File: src/rtl/core/ersu_pkg.sv
package ersu_pkg;

  localparam int unsigned SESSIONS     = 8;
  localparam int unsigned HEADER_BYTES = 24;
  localparam int unsigned IDX_W        = (SESSIONS > 1) ? $clog2(SESSIONS) : 1;

  localparam logic [1:0] OP_TCP      = 2'd0;
  localparam logic [1:0] OP_UDP      = 2'd1;
  localparam logic [1:0] OP_CLOSED   = 2'd2;
  localparam logic [1:0] OP_SHUTDOWN = 2'd3;

  localparam logic [15:0] CMD_NOP        = 16'h0000;
  localparam logic [15:0] CMD_SERVICES   = 16'h0004;
  localparam logic [15:0] CMD_IDENTITY   = 16'h0063;
  localparam logic [15:0] CMD_INTERFACES = 16'h0064;
  localparam logic [15:0] CMD_REGISTER   = 16'h0065;
  localparam logic [15:0] CMD_UNREGISTER = 16'h0066;
  localparam logic [15:0] CMD_RRDATA     = 16'h006F;
  localparam logic [15:0] CMD_UNITDATA   = 16'h0070;

  localparam logic [2:0] ACT_NONE       = 3'd0;
  localparam logic [2:0] ACT_HDR_REPLY  = 3'd1;
  localparam logic [2:0] ACT_SERVICES   = 3'd2;
  localparam logic [2:0] ACT_IDENTITY   = 3'd3;
  localparam logic [2:0] ACT_INTERFACES = 3'd4;
  localparam logic [2:0] ACT_FWD_RR     = 3'd5;
  localparam logic [2:0] ACT_FWD_UNIT   = 3'd6;
  localparam logic [2:0] ACT_DLY_IDENT  = 3'd7;

  localparam logic [2:0] ST_OK      = 3'd0;
  localparam logic [2:0] ST_BADCMD  = 3'd1;
  localparam logic [2:0] ST_PROTO   = 3'd2;
  localparam logic [2:0] ST_NOMEM   = 3'd3;
  localparam logic [2:0] ST_BADSESS = 3'd4;

  localparam logic [15:0] PROTO_VERSION = 16'd1;
  localparam logic [15:0] FWD_OVERHEAD  = 16'd6;
  localparam logic [15:0] REG_REPLY_LEN = 16'd4;
  localparam logic [15:0] IFC_REPLY_LEN = 16'd2;
  localparam logic [15:0] DLY_DEFAULT   = 16'd2000;
  localparam logic [15:0] DLY_MIN       = 16'd500;

  typedef enum logic [1:0] {
    K_DIRECT,
    K_REGISTER,
    K_CLOSE,
    K_SHUTDOWN
  } kind_e;

  typedef enum logic [1:0] {
    S_IDLE,
    S_SCAN,
    S_EMIT
  } state_e;

  typedef struct packed {
    logic capture;
    logic step;
    logic load;
  } cmd_t;

  typedef struct packed {
    kind_e kind;
    logic  hit;
    logic  last_idx;
    logic  out_free;
  } sts_t;

  typedef struct packed {
    logic [2:0]         action;
    logic [2:0]         status;
    logic [31:0]        handle_out;
    logic [15:0]        reply_payload_length;
    logic signed [17:0] remaining_bytes;
    logic               close_request;
    logic [15:0]        close_socket_id;
    logic [15:0]        delay_bound;
    logic               last;
  } res_t;

endpackage

File: src/rtl/core/ersu_ctrl.sv
module ersu_ctrl (
  input  logic           clk_i,
  input  logic           rst_ni,
  input  logic           in_valid_i,
  output logic           in_ready_o,
  input  ersu_pkg::sts_t sts_i,
  output ersu_pkg::cmd_t cmd_o
);

  ersu_pkg::state_e state_q, state_d;

  always_ff @(posedge clk_i or negedge rst_ni) begin
    if (!rst_ni) begin
      state_q <= ersu_pkg::S_IDLE;
    end else begin
      state_q <= state_d;
    end
  end

  always_comb begin
    state_d = state_q;
    case (state_q)
      ersu_pkg::S_IDLE: begin
        if (in_valid_i) begin
          state_d = ersu_pkg::S_SCAN;
        end
      end
      ersu_pkg::S_SCAN: begin
        case (sts_i.kind)
          ersu_pkg::K_DIRECT: state_d = ersu_pkg::S_EMIT;
          ersu_pkg::K_REGISTER: begin
            if (sts_i.last_idx) begin
              state_d = ersu_pkg::S_EMIT;
            end
          end
          ersu_pkg::K_CLOSE: begin
            if (sts_i.hit || sts_i.last_idx) begin
              state_d = ersu_pkg::S_EMIT;
            end
          end
          ersu_pkg::K_SHUTDOWN: begin
            if (sts_i.last_idx && (!sts_i.hit || sts_i.out_free)) begin
              state_d = ersu_pkg::S_IDLE;
            end
          end
          default: state_d = ersu_pkg::S_IDLE;
        endcase
      end
      ersu_pkg::S_EMIT: begin
        if (sts_i.out_free) begin
          state_d = ersu_pkg::S_IDLE;
        end
      end
      default: state_d = ersu_pkg::S_IDLE;
    endcase
  end

  always_comb begin
    in_ready_o    = 1'b0;
    cmd_o.capture = 1'b0;
    cmd_o.step    = 1'b0;
    cmd_o.load    = 1'b0;
    case (state_q)
      ersu_pkg::S_IDLE: begin
        in_ready_o    = 1'b1;
        cmd_o.capture = in_valid_i;
      end
      ersu_pkg::S_SCAN: begin
        case (sts_i.kind)
          ersu_pkg::K_REGISTER, ersu_pkg::K_CLOSE: cmd_o.step = 1'b1;
          ersu_pkg::K_SHUTDOWN: begin
            if (!sts_i.hit) begin
              cmd_o.step = 1'b1;
            end else if (sts_i.out_free) begin
              cmd_o.step = 1'b1;
              cmd_o.load = 1'b1;
            end
          end
          default: cmd_o.step = 1'b0;
        endcase
      end
      ersu_pkg::S_EMIT: cmd_o.load = sts_i.out_free;
      default: cmd_o.load = 1'b0;
    endcase
  end

endmodule

File: src/rtl/core/ersu_dp.sv
module ersu_dp (
  input  logic           clk_i,
  input  logic           rst_ni,
  input  logic [1:0]     opcode_i,
  input  logic [15:0]    command_code_i,
  input  logic [15:0]    payload_length_i,
  input  logic [31:0]    handle_in_i,
  input  logic [31:0]    header_options_i,
  input  logic [15:0]    received_bytes_i,
  input  logic [15:0]    socket_id_i,
  input  logic [15:0]    protocol_version_i,
  input  logic [15:0]    register_flags_i,
  input  logic [15:0]    max_delay_request_i,
  input  logic           out_ready_i,
  output logic           out_valid_o,
  output ersu_pkg::res_t out_res_o,
  input  ersu_pkg::cmd_t cmd_i,
  output ersu_pkg::sts_t sts_o
);

  localparam int unsigned IW = ersu_pkg::IDX_W;
  localparam int unsigned N  = ersu_pkg::SESSIONS;

  logic [1:0]  op_q;
  logic [15:0] cmd_q, plen_q, rcv_q, sock_q, ver_q, flg_q, mdly_q;
  logic [31:0] hin_q, opts_q;

  logic [N-1:0] valid_q;
  logic [15:0]  table_q [N];

  logic [IW-1:0] idx_q, dup_idx_q, free_idx_q;
  logic          dup_q, free_q, hit_q;

  ersu_pkg::res_t out_q, res_c;
  logic           out_valid_q;

  ersu_pkg::kind_e kind_c;
  logic [17:0]     rem_c;
  logic            bad_c, udp_c, live_c, unreg_c, hit_c, match_c, above_c, out_free_c;
  logic [IW-1:0]   hidx_c, rd_idx_c;
  logic [15:0]     sock_rd_c, dly_c;

  assign rem_c  = {2'b00, rcv_q} - 18'(ersu_pkg::HEADER_BYTES) - {2'b00, plen_q};
  assign bad_c  = (opts_q != '0) || rem_c[17];
  assign udp_c  = (op_q == ersu_pkg::OP_UDP);
  assign hidx_c = IW'(hin_q - 32'd1);
  assign live_c = (hin_q != '0) && (hin_q <= 32'(N)) && valid_q[hidx_c];

  always_comb begin
    if (op_q == ersu_pkg::OP_SHUTDOWN) begin
      kind_c = ersu_pkg::K_SHUTDOWN;
    end else if (op_q == ersu_pkg::OP_CLOSED) begin
      kind_c = ersu_pkg::K_CLOSE;
    end else if (!bad_c && (op_q == ersu_pkg::OP_TCP) &&
                 (cmd_q == ersu_pkg::CMD_REGISTER) &&
                 (ver_q == ersu_pkg::PROTO_VERSION) && (flg_q == '0)) begin
      kind_c = ersu_pkg::K_REGISTER;
    end else begin
      kind_c = ersu_pkg::K_DIRECT;
    end
  end

  assign rd_idx_c  = (kind_c == ersu_pkg::K_DIRECT) ? hidx_c : idx_q;
  assign sock_rd_c = table_q[rd_idx_c];
  assign match_c   = valid_q[idx_q] && (table_q[idx_q] == sock_q);
  assign hit_c     = (kind_c == ersu_pkg::K_SHUTDOWN) ? valid_q[idx_q] : match_c;
  assign unreg_c   = (kind_c == ersu_pkg::K_DIRECT) && !bad_c && !udp_c &&
                     (op_q != ersu_pkg::OP_CLOSED) && (op_q != ersu_pkg::OP_SHUTDOWN) &&
                     (cmd_q == ersu_pkg::CMD_UNREGISTER) && live_c;

  always_comb begin
    above_c = 1'b0;
    for (int j = 0; j < N; j++) begin
      if ((IW'(j) > idx_q) && valid_q[j]) begin
        above_c = 1'b1;
      end
    end
  end

  always_comb begin
    if (mdly_q == '0) begin
      dly_c = ersu_pkg::DLY_DEFAULT;
    end else if (mdly_q < ersu_pkg::DLY_MIN) begin
      dly_c = ersu_pkg::DLY_MIN;
    end else begin
      dly_c = mdly_q;
    end
  end

  always_comb begin
    res_c.action               = ersu_pkg::ACT_NONE;
    res_c.status               = ersu_pkg::ST_OK;
    res_c.handle_out           = hin_q;
    res_c.reply_payload_length = '0;
    res_c.remaining_bytes      = '0;
    res_c.close_request        = 1'b0;
    res_c.close_socket_id      = '0;
    res_c.delay_bound          = '0;
    res_c.last                 = 1'b1;
    case (kind_c)
      ersu_pkg::K_SHUTDOWN: begin
        res_c.handle_out      = 32'(idx_q) + 32'd1;
        res_c.close_request   = 1'b1;
        res_c.close_socket_id = table_q[idx_q];
        res_c.last            = !above_c;
      end
      ersu_pkg::K_CLOSE: begin
        res_c.close_request   = hit_q;
        res_c.close_socket_id = hit_q ? sock_q : 16'd0;
      end
      ersu_pkg::K_REGISTER: begin
        res_c.remaining_bytes      = rem_c;
        res_c.action               = ersu_pkg::ACT_HDR_REPLY;
        res_c.reply_payload_length = ersu_pkg::REG_REPLY_LEN;
        if (dup_q) begin
          res_c.status     = ersu_pkg::ST_PROTO;
          res_c.handle_out = 32'(dup_idx_q) + 32'd1;
        end else if (!free_q) begin
          res_c.status = ersu_pkg::ST_NOMEM;
        end else begin
          res_c.handle_out = 32'(free_idx_q) + 32'd1;
        end
      end
      ersu_pkg::K_DIRECT: begin
        res_c.remaining_bytes = rem_c;
        if (bad_c) begin
          res_c.action = ersu_pkg::ACT_NONE;
        end else if (cmd_q == ersu_pkg::CMD_SERVICES) begin
          res_c.action = ersu_pkg::ACT_SERVICES;
        end else if (cmd_q == ersu_pkg::CMD_IDENTITY) begin
          if (udp_c) begin
            res_c.action      = ersu_pkg::ACT_DLY_IDENT;
            res_c.delay_bound = dly_c;
          end else begin
            res_c.action = ersu_pkg::ACT_IDENTITY;
          end
        end else if (cmd_q == ersu_pkg::CMD_INTERFACES) begin
          res_c.action               = ersu_pkg::ACT_INTERFACES;
          res_c.reply_payload_length = ersu_pkg::IFC_REPLY_LEN;
        end else if (udp_c) begin
          res_c.action = ersu_pkg::ACT_HDR_REPLY;
          res_c.status = ersu_pkg::ST_BADCMD;
        end else if (cmd_q == ersu_pkg::CMD_NOP) begin
          res_c.action = ersu_pkg::ACT_NONE;
        end else if (cmd_q == ersu_pkg::CMD_REGISTER) begin
          res_c.action               = ersu_pkg::ACT_HDR_REPLY;
          res_c.status               = ersu_pkg::ST_PROTO;
          res_c.reply_payload_length = ersu_pkg::REG_REPLY_LEN;
        end else if (cmd_q == ersu_pkg::CMD_UNREGISTER) begin
          if (live_c) begin
            res_c.close_request   = 1'b1;
            res_c.close_socket_id = sock_rd_c;
          end else begin
            res_c.action = ersu_pkg::ACT_HDR_REPLY;
            res_c.status = ersu_pkg::ST_BADSESS;
          end
        end else if ((cmd_q == ersu_pkg::CMD_RRDATA) || (cmd_q == ersu_pkg::CMD_UNITDATA)) begin
          if (plen_q < ersu_pkg::FWD_OVERHEAD) begin
            res_c.action               = ersu_pkg::ACT_HDR_REPLY;
            res_c.reply_payload_length = plen_q;
          end else if (live_c) begin
            res_c.action = (cmd_q == ersu_pkg::CMD_RRDATA) ? ersu_pkg::ACT_FWD_RR :
                                                            ersu_pkg::ACT_FWD_UNIT;
            res_c.reply_payload_length = plen_q - ersu_pkg::FWD_OVERHEAD;
          end else begin
            res_c.action = ersu_pkg::ACT_HDR_REPLY;
            res_c.status = ersu_pkg::ST_BADSESS;
          end
        end else begin
          res_c.action = ersu_pkg::ACT_HDR_REPLY;
          res_c.status = ersu_pkg::ST_BADCMD;
        end
      end
      default: res_c.last = 1'b1;
    endcase
  end

  always_ff @(posedge clk_i) begin
    if (cmd_i.capture) begin
      op_q   <= opcode_i;
      cmd_q  <= command_code_i;
      plen_q <= payload_length_i;
      hin_q  <= handle_in_i;
      opts_q <= header_options_i;
      rcv_q  <= received_bytes_i;
      sock_q <= socket_id_i;
      ver_q  <= protocol_version_i;
      flg_q  <= register_flags_i;
      mdly_q <= max_delay_request_i;
    end
    if (cmd_i.step && (kind_c == ersu_pkg::K_REGISTER)) begin
      if (match_c && !dup_q) begin
        dup_idx_q <= idx_q;
      end
      if (!valid_q[idx_q] && !free_q) begin
        free_idx_q <= idx_q;
      end
    end
    if (cmd_i.load && (kind_c == ersu_pkg::K_REGISTER) && !dup_q && free_q) begin
      table_q[free_idx_q] <= sock_q;
    end
    if (cmd_i.load) begin
      out_q <= res_c;
    end
  end

  always_ff @(posedge clk_i or negedge rst_ni) begin
    if (!rst_ni) begin
      valid_q     <= '0;
      idx_q       <= '0;
      dup_q       <= 1'b0;
      free_q      <= 1'b0;
      hit_q       <= 1'b0;
      out_valid_q <= 1'b0;
    end else begin
      if (cmd_i.capture) begin
        idx_q  <= '0;
        dup_q  <= 1'b0;
        free_q <= 1'b0;
        hit_q  <= 1'b0;
      end else if (cmd_i.step) begin
        idx_q <= idx_q + IW'(1);
        if (kind_c == ersu_pkg::K_REGISTER) begin
          if (match_c) begin
            dup_q <= 1'b1;
          end
          if (!valid_q[idx_q]) begin
            free_q <= 1'b1;
          end
        end
        if ((kind_c == ersu_pkg::K_CLOSE || kind_c == ersu_pkg::K_SHUTDOWN) && hit_c) begin
          valid_q[idx_q] <= 1'b0;
          hit_q          <= 1'b1;
        end
      end
      if (cmd_i.load && (kind_c == ersu_pkg::K_REGISTER) && !dup_q && free_q) begin
        valid_q[free_idx_q] <= 1'b1;
      end
      if (cmd_i.load && unreg_c) begin
        valid_q[hidx_c] <= 1'b0;
      end
      if (cmd_i.load) begin
        out_valid_q <= 1'b1;
      end else if (out_ready_i) begin
        out_valid_q <= 1'b0;
      end
    end
  end

  assign out_free_c = !out_valid_q || out_ready_i;

  assign sts_o.kind     = kind_c;
  assign sts_o.hit      = hit_c;
  assign sts_o.last_idx = (idx_q == IW'(N - 1));
  assign sts_o.out_free = out_free_c;

  assign out_valid_o = out_valid_q;
  assign out_res_o   = out_q;

endmodule

File: src/rtl/core/encap_request_session_unit.sv
// Channel   Direction  Contents
// s_axis    in         one header event: opcode in tuser, header and request words in tdata
// m_axis    out        one result word: action, status, handle, lengths, close request
//
// A direct request passes through the scan and emit states; emit waits for a free output register.
// Register and socket-closed events walk the session table one slot per
// cycle (a socket-closed event stops at its match); shutdown walks it too,
// but stalls at each live slot until the output register is free on m_axis.
// Reset clears all session valid bits and m_axis_tvalid and returns the control to idle.
// A new word is taken only after the previous one has finished and placed its results,
// if any, in the output register.
module encap_request_session_unit (
  input  logic         clk_i,
  input  logic         rst_ni,
  input  logic         s_axis_tvalid,
  output logic         s_axis_tready,
  // [15:0] command_code, [31:16] payload_length, [63:32] handle_in,
  // [95:64] header_options, [111:96] received_bytes, [127:112] socket_id,
  // [143:128] protocol_version, [159:144] register_flags,
  // [175:160] max_delay_request
  input  logic [175:0] s_axis_tdata,
  // [1:0] opcode
  input  logic [1:0]   s_axis_tuser,
  output logic         m_axis_tvalid,
  input  logic         m_axis_tready,
  // [2:0] action, [5:3] status, [37:6] handle_out, [53:38] reply_payload_length,
  // [71:54] remaining_bytes, [72] close_request, [88:73] close_socket_id,
  // [104:89] delay_bound, [111:105] zero
  output logic [111:0] m_axis_tdata,
  output logic         m_axis_tlast
);

  ersu_pkg::cmd_t cmd;
  ersu_pkg::sts_t sts;
  ersu_pkg::res_t res;

  ersu_ctrl u_ctrl (
    .clk_i      (clk_i),
    .rst_ni     (rst_ni),
    .in_valid_i (s_axis_tvalid),
    .in_ready_o (s_axis_tready),
    .sts_i      (sts),
    .cmd_o      (cmd)
  );

  ersu_dp u_dp (
    .clk_i               (clk_i),
    .rst_ni              (rst_ni),
    .opcode_i            (s_axis_tuser),
    .command_code_i      (s_axis_tdata[15:0]),
    .payload_length_i    (s_axis_tdata[31:16]),
    .handle_in_i         (s_axis_tdata[63:32]),
    .header_options_i    (s_axis_tdata[95:64]),
    .received_bytes_i    (s_axis_tdata[111:96]),
    .socket_id_i         (s_axis_tdata[127:112]),
    .protocol_version_i  (s_axis_tdata[143:128]),
    .register_flags_i    (s_axis_tdata[159:144]),
    .max_delay_request_i (s_axis_tdata[175:160]),
    .out_ready_i         (m_axis_tready),
    .out_valid_o         (m_axis_tvalid),
    .out_res_o           (res),
    .cmd_i               (cmd),
    .sts_o               (sts)
  );

  assign m_axis_tdata = {7'd0, res.delay_bound, res.close_socket_id, res.close_request,
                         res.remaining_bytes, res.reply_payload_length, res.handle_out,
                         res.status, res.action};
  assign m_axis_tlast = res.last;

endmodule

File: config.mk
export PLATFORM = sky130hd
export DESIGN_NAME = encap_request_session_unit
export DESIGN_NICKNAME = d
export VERILOG_FILES = /design/src/rtl/core/ersu_pkg.sv /design/src/rtl/core/ersu_ctrl.sv /design/src/rtl/core/ersu_dp.sv /design/src/rtl/core/encap_request_session_unit.sv
export SDC_FILE = /design/constraint.sdc
export NUM_CORES = 1
export LEC_CHECK = 0
export BUFFER_PORTS_ARGS = -buffer_cell sky130_fd_sc_hd__buf_2
export CAP_MARGIN = 20
export CELL_PAD_IN_SITES_DETAIL_PLACEMENT = 0
export CELL_PAD_IN_SITES_GLOBAL_PLACEMENT = 2
export CORE_ASPECT_RATIO = 1.2
export CORE_MARGIN = 3
export CORE_UTILIZATION = 25
export CTS_CLUSTER_DIAMETER = 50
export DETAILED_ROUTE_END_ITERATION = 12
export PLACE_DENSITY = 0.58
export SLEW_MARGIN = 20
export SYNTH_ARGS = -nofsm -noshare
export SYNTH_HDL_FRONTEND = slang
export SYNTH_HIERARCHICAL = 1
export SYNTH_SLANG_ARGS = --single-unit
File: constraint.sdc
create_clock -name clk_i -period 28.6 [get_ports clk_i]
set_input_delay 4.29 -clock clk_i [delete_from_list [all_inputs] [get_ports clk_i]]
set_output_delay 4.29 -clock clk_i [all_outputs]
set_load 0.01 [all_outputs]
### Yosys cells after proc, flatten, opt, wreduce, memory -nomap -nowiden

Memory sizes are Yosys's and may differ from the RTL's.
Index checks and enable logic that the tools add are counted.

* register bits after elaboration: 307
* memory bits (writable): 128
* input bits: 182
* output and inout port bits: 115
* word-level logic and storage cells: 274
* memories: 1

Memory list
* u_dp.table_q: words 8, bits a word 16, read ports 2, clocked after Yosys merged registers in 0, write ports 1, line ersu_dp.sv:29 `logic [15:0] table_q [N];`

* $add $sub $neg: 8
* $lt $le $gt $ge: 17
* equality and inequality tests: 26
* multiplexer cells: 114
* bitwise logic cells: 8
* reduce and logical (&&, ||, !) cells: 70

Operators by type and width (number)
* 16-bit 2-to-1 mux: 16
* 17-bit 2-to-1 mux: 7
* 16-bit by 7-bit == test with 1-bit output (second input constant): 6
* 34-bit one-hot mux with 2 select lines: 1
* 33-bit 2-to-1 mux: 2
* 32-bit one-hot mux with 2 select lines: 1
* 32-bit nonzero test: 2
* 3-bit 2-to-1 mux: 18
* 17-bit one-hot mux with 3 select lines: 1
* 16-bit zero test: 3
* 8-bit 2-to-1 mux: 5
* 1-bit 2-to-1 mux: 36
* 34-bit 2-to-1 mux: 1
* 1-bit logical AND: 33
* 32-bit by 4-bit less-or-equal comparator with 1-bit output (second input constant): 1
* 32-bit 2-to-1 mux: 1
* 6-bit 2-to-1 mux: 4
* 2-bit 2-to-1 mux: 10
* 18-bit by 16-bit subtractor with 18-bit output: 1
* 16-bit by 5-bit subtractor with 17-bit output (second input constant): 1
* 8-bit bitwise AND: 2
* 16-bit by 1-bit == test with 1-bit output (second input constant): 1
* 16-bit == test: 1
* 16-bit by 3-bit == test with 1-bit output (second input constant): 1
* other kinds (38): 88

### Depth between registers and ports, before layout

An unclocked memory read counts as a cell.

* depth in word-level cells: 24
* gate-level depth with buffers: 22
* mapped depth without buffers: 21

### Modules after synthesis

Netlist, hierarchy kept.

Modules (own cells, without submodules)
* ersu_dp: instances 1, cells an instance 1529, area each 19987.9 um^2, sequential area each 12927.4 um^2
* ersu_ctrl: instances 1, cells an instance 40, area each 337.8 um^2, sequential area each 50.0 um^2
* encap_request_session_unit: instances 1, cells an instance 8, area each 56.3 um^2, sequential area each 0.0 um^2

### Worst setup path before layout

No wires, ideal clock.

* kind: input to register
* from: input port m_axis_tready
* to: memory u_dp.table_q[6][0], enable pin
* setup time: 0.390 ns
* arrival time: 10.743 ns
* data required time: 28.210 ns
* slack: 17.468 ns
* stages on the path: 6
* buffers on the path: 1
* cell sequence: nand2b_1 > buf_4 > nand2_1 > nor2_1 > nand3_1 > nor2_1

RTL lines
* from (decl): line encap_request_session_unit.sv:25 `input logic m_axis_tready,`
* to (decl): line ersu_dp.sv:29

==> out/metrics.csv <==
metric,value,unit
crit path DAT,6.95,ns
prevailing post-synth register cell,edfxtp_1,
Setup crit start kind,flop,
Worst-path clk slew,0.06,ns
final wirelength,70800,um
routed len/inst,23.80,um
gr ovfl total,0,
Post-Route Setup TNS,0,ns
Post-synth top cells,"edfxtp_1, nand3_1, nor2_1",
CP peak stage delay,0.72,ns
die height,318.8,um
Syn Area/Cell,12.92,um^2
Ports,297,
min Tclk post-route,6.711,ns
most frequent cell after synthesis,edfxtp_1,
Max Cap Viol,0,
"Worst Path Class, Setup",flop to flop,
CTS Sinks,435,
Clock Root Buffer,clkbuf_16,
layout cells sized above 1,25.41,%
Worst Setup End Kind,flop,
worst-path maximum fanout,57,
largest area contributor in the netlist,edfxtp_1,
RSZ-0062 raised after global routing,no,
first-pass GRT wire length,103000,um
initial antenna violation count,4,
Synth top area share,61.58,%
number of nets with antenna violations after routing,0,
"top cells by area, synth","edfxtp_1, nand3_1, mux2i_1, dfrtp_1, ha_1",
vias in the first global route,15240,
nets@finish,2093,
clock tree from TritonCTS,yes,
fin. max-slew vios,0,
CP Cell Sequence,"or4_1, nor2_1, nand2_1, nor4_1, xor2_1, ha_1, nand2_1, o21ai_0, and3_1, o21ai_1, buf_4, nor3_2, nor2_1, inv_1, ha_1, a31oi_1, nor2_4, buf_4, buf_4",
post-DP HPWL,48250,um
"EDFF count, synth",418,
Peak VDD IR,0.04830,mV
largest net degree at the start of global routing,77,
Slew Limit Headroom,28.99,%
htree depth,2,
DRT iter0 DRCs,1083,
Crit-path slowest cell,buf_4,
register bit total from synthesis,435,
buffers added on ports,289,
Placed Cells,2858,
Final Cycle Share,23.47,%
clock latency at the later pin of the worst-skew pair,0.65,ns
GR Util All Layers,16.29,%
Die X,266.7,um
Layout area overhead,22.91,%
CTS Buffer Depth,3,
Power Density,82.97,nW/um^2
hold_buf cts,0,
core area,80730,um^2
drt via density,4.931,
Synth async-reset ratio,3.908,%
cell family with most CP delay,simple AND/OR/NAND/NOR gates,
post-synthesis cell count,1577,
leakage,8.952,nW
Initial Util,25.25,%
yosys warns,6,
# rows,114,
Setup-failing EPs final,0,
number of remaining DRC errors,0,
CP Data Required Time,28.84,ns
sequential-to-total area share from yosys stat,63.67,%
Clock Skews,0.04059,ns
Least-Margin Pin Slew,1.063,ns
Final Hold Fails,0,
DIE AREA,85010,um^2
hold crit path type,flop to flop,
Max Freq,149.0,MHz
vias post-DR,14670,
Finished Layout Cells,2975,
synthesized area,20380,um^2
post-CTS sizing,0,
CP bufs+invs,4,
status,"finished, final reports clean",
number of library cell types mapped by synthesis,81,
CP dominant cell by count,buf_4,
drt pass-1 iters,5,
# Post-CTS Setup Buffers,0,
total CTS buffers,60,
gpl congestion,0.8380,
==> registers in the layout, summed over array words and instances (netlist names) <==
register and flops:
u_dp/opts_q 32, u_dp/hin_q 32, u_dp/valid_q 8, u_dp/dup_idx_q 3, u_dp/dup_q 1, u_dp/sock_q 16
u_dp/out_valid_o 1, u_dp/op_q 2, u_dp/mdly_q 16, u_dp/out_res_o 106, u_dp/plen_q 16, u_dp/ver_q 16
u_dp/flg_q 16, u_dp/table_q 128, u_dp/idx_q 3, u_ctrl/state_q 2, u_dp/hit_q 1, u_dp/cmd_q 16
u_dp/free_idx_q 3, u_dp/rcv_q 16, u_dp/free_q 1
==> metal layers <==
metal / vias to the layer above / GRT usage (%) / share of wire, %
met2: 513 / 29.00 / 51
met3: 107 / 2.901 / 5.5
met5: - / 0 / 0
li1: 6754 / - / -
met1: 7297 / 19.94 / 41
met4: 0 / 5.071 / 2.7
==> worst reg2reg max path, cell delays in order, from the launching register on <==
cell and delay, ns:
edfxtp_1 0.46, or4_1 0.59, nor2_1 0.19, nand2_1 0.13, nor4_1 0.26, xor2_1 0.13, ha_1 0.40, nand2_1 0.07
o21ai_0 0.45, and3_1 0.27, o21ai_1 0.07, buf_4 0.25, nor3_2 0.53, nor2_1 0.16, inv_1 0.20, ha_1 0.29
a31oi_1 0.15, nor2_4 0.15, buf_4 0.64, buf_4 0.79
==> final timing paths <==
| check | startpoint | endpoint | slack [ns] | depth (start not counted) |
|---|---|---|---|---|
| max in group asynchronous | rst_ni | u_dp/idx_q[0]$_DFFE_PN0P_ | 24.64 | 1 |
| worst min-delay path | u_dp/hin_q[21]$_DFFE_PP_ | u_dp/out_res_o[89]$_DFFE_PP_ | 0.56 | 1 |
| worst max-delay path | u_dp/rcv_q[7]$_DFFE_PP_ | u_dp/out_res_o[43]$_DFFE_PP_ | 21.89 | 19 |
| worst min register to register | u_dp/hin_q[21]$_DFFE_PP_ | u_dp/out_res_o[89]$_DFFE_PP_ | 0.56 | 1 |
| worst max register to register | u_dp/rcv_q[7]$_DFFE_PP_ | u_dp/out_res_o[43]$_DFFE_PP_ | 21.89 | 19 |
| min in group asynchronous | rst_ni | u_dp/valid_q[0]$_DFF_PN0_ | 3.60 | 1 |
==> stage by stage <==
| step | setup slack, ns | hold slack, ns | power [mW] | instance area [um^2] | utilization (%) |
|---|---|---|---|---|---|
| floorplan | 17.47 | 0.4684 | 1.183 | 20400 | - |
| finish | 21.89 | 0.5646 | 2.079 | 25050 | 31.03 |
| global route | 21.15 | 0.5881 | 2.187 | 25050 | 31.03 |
| detailed placement | 21.28 | 0.5496 | 1.373 | 23060 | 28.56 |
| global placement | 21.36 | 0.5495 | 1.372 | 23020 | 28.52 |
| CTS | 21.77 | 0.5695 | 2.113 | 25030 | 31.00 |
==> area by class of cell <==
class                      instances  area [um^2]
clock inverter                    46        411.6
inverter                          48        180.2
clock buffer                      67         1559
sequential                       435        12980
multi-input combinational       1009         6892
fill                            8154        55680
tap                             1044         1306
timing repair buffer             323         1717
antenna                            3        7.507
==> cell families (layout without fill, tap and decap cells) <==
logic type | after synthesis | after routing | share of synthesized area, %
other | 1 | 10 | 0.01840
buffers and inverters | 139 | 484 | 3.026
muxes | 68 | 68 | 3.567
xor gates and xnor gates | 54 | 54 | 2.357
DFF | 435 | 435 | 63.67
and+or+nand+nor | 503 | 503 | 13.01
AOI/OAI and AO/OA | 343 | 343 | 12.23
adders and majority gates | 34 | 34 | 2.124
==> cell usage in the layout (no fill, tap or decap), types with 22 or more instances in the layout <==
master	n
o21ai_0	65
nor2b_1	39
nor2_1	88
buf_2	289
a21oi_1	51
ha_1	33
xor2_1	31
o2bb2ai_1	31
inv_1	44
edfxtp_1	418
and3_1	29
nor3_1	23
nor4_1	43
clkbuf_16	61
mux2i_1	49
nand2_1	68
nand2b_1	24
nand3_1	107
xnor2_1	22
buf_4	32
==> where the power goes <==
part           leakage [nW]  internal (mW)  switching, mW
clock                 0.955          0.414          0.312
sequential             4.15          0.806         0.0483
combinational          3.85          0.162          0.337
total                  8.95           1.38          0.697
(Power assumes the default switching activity.)
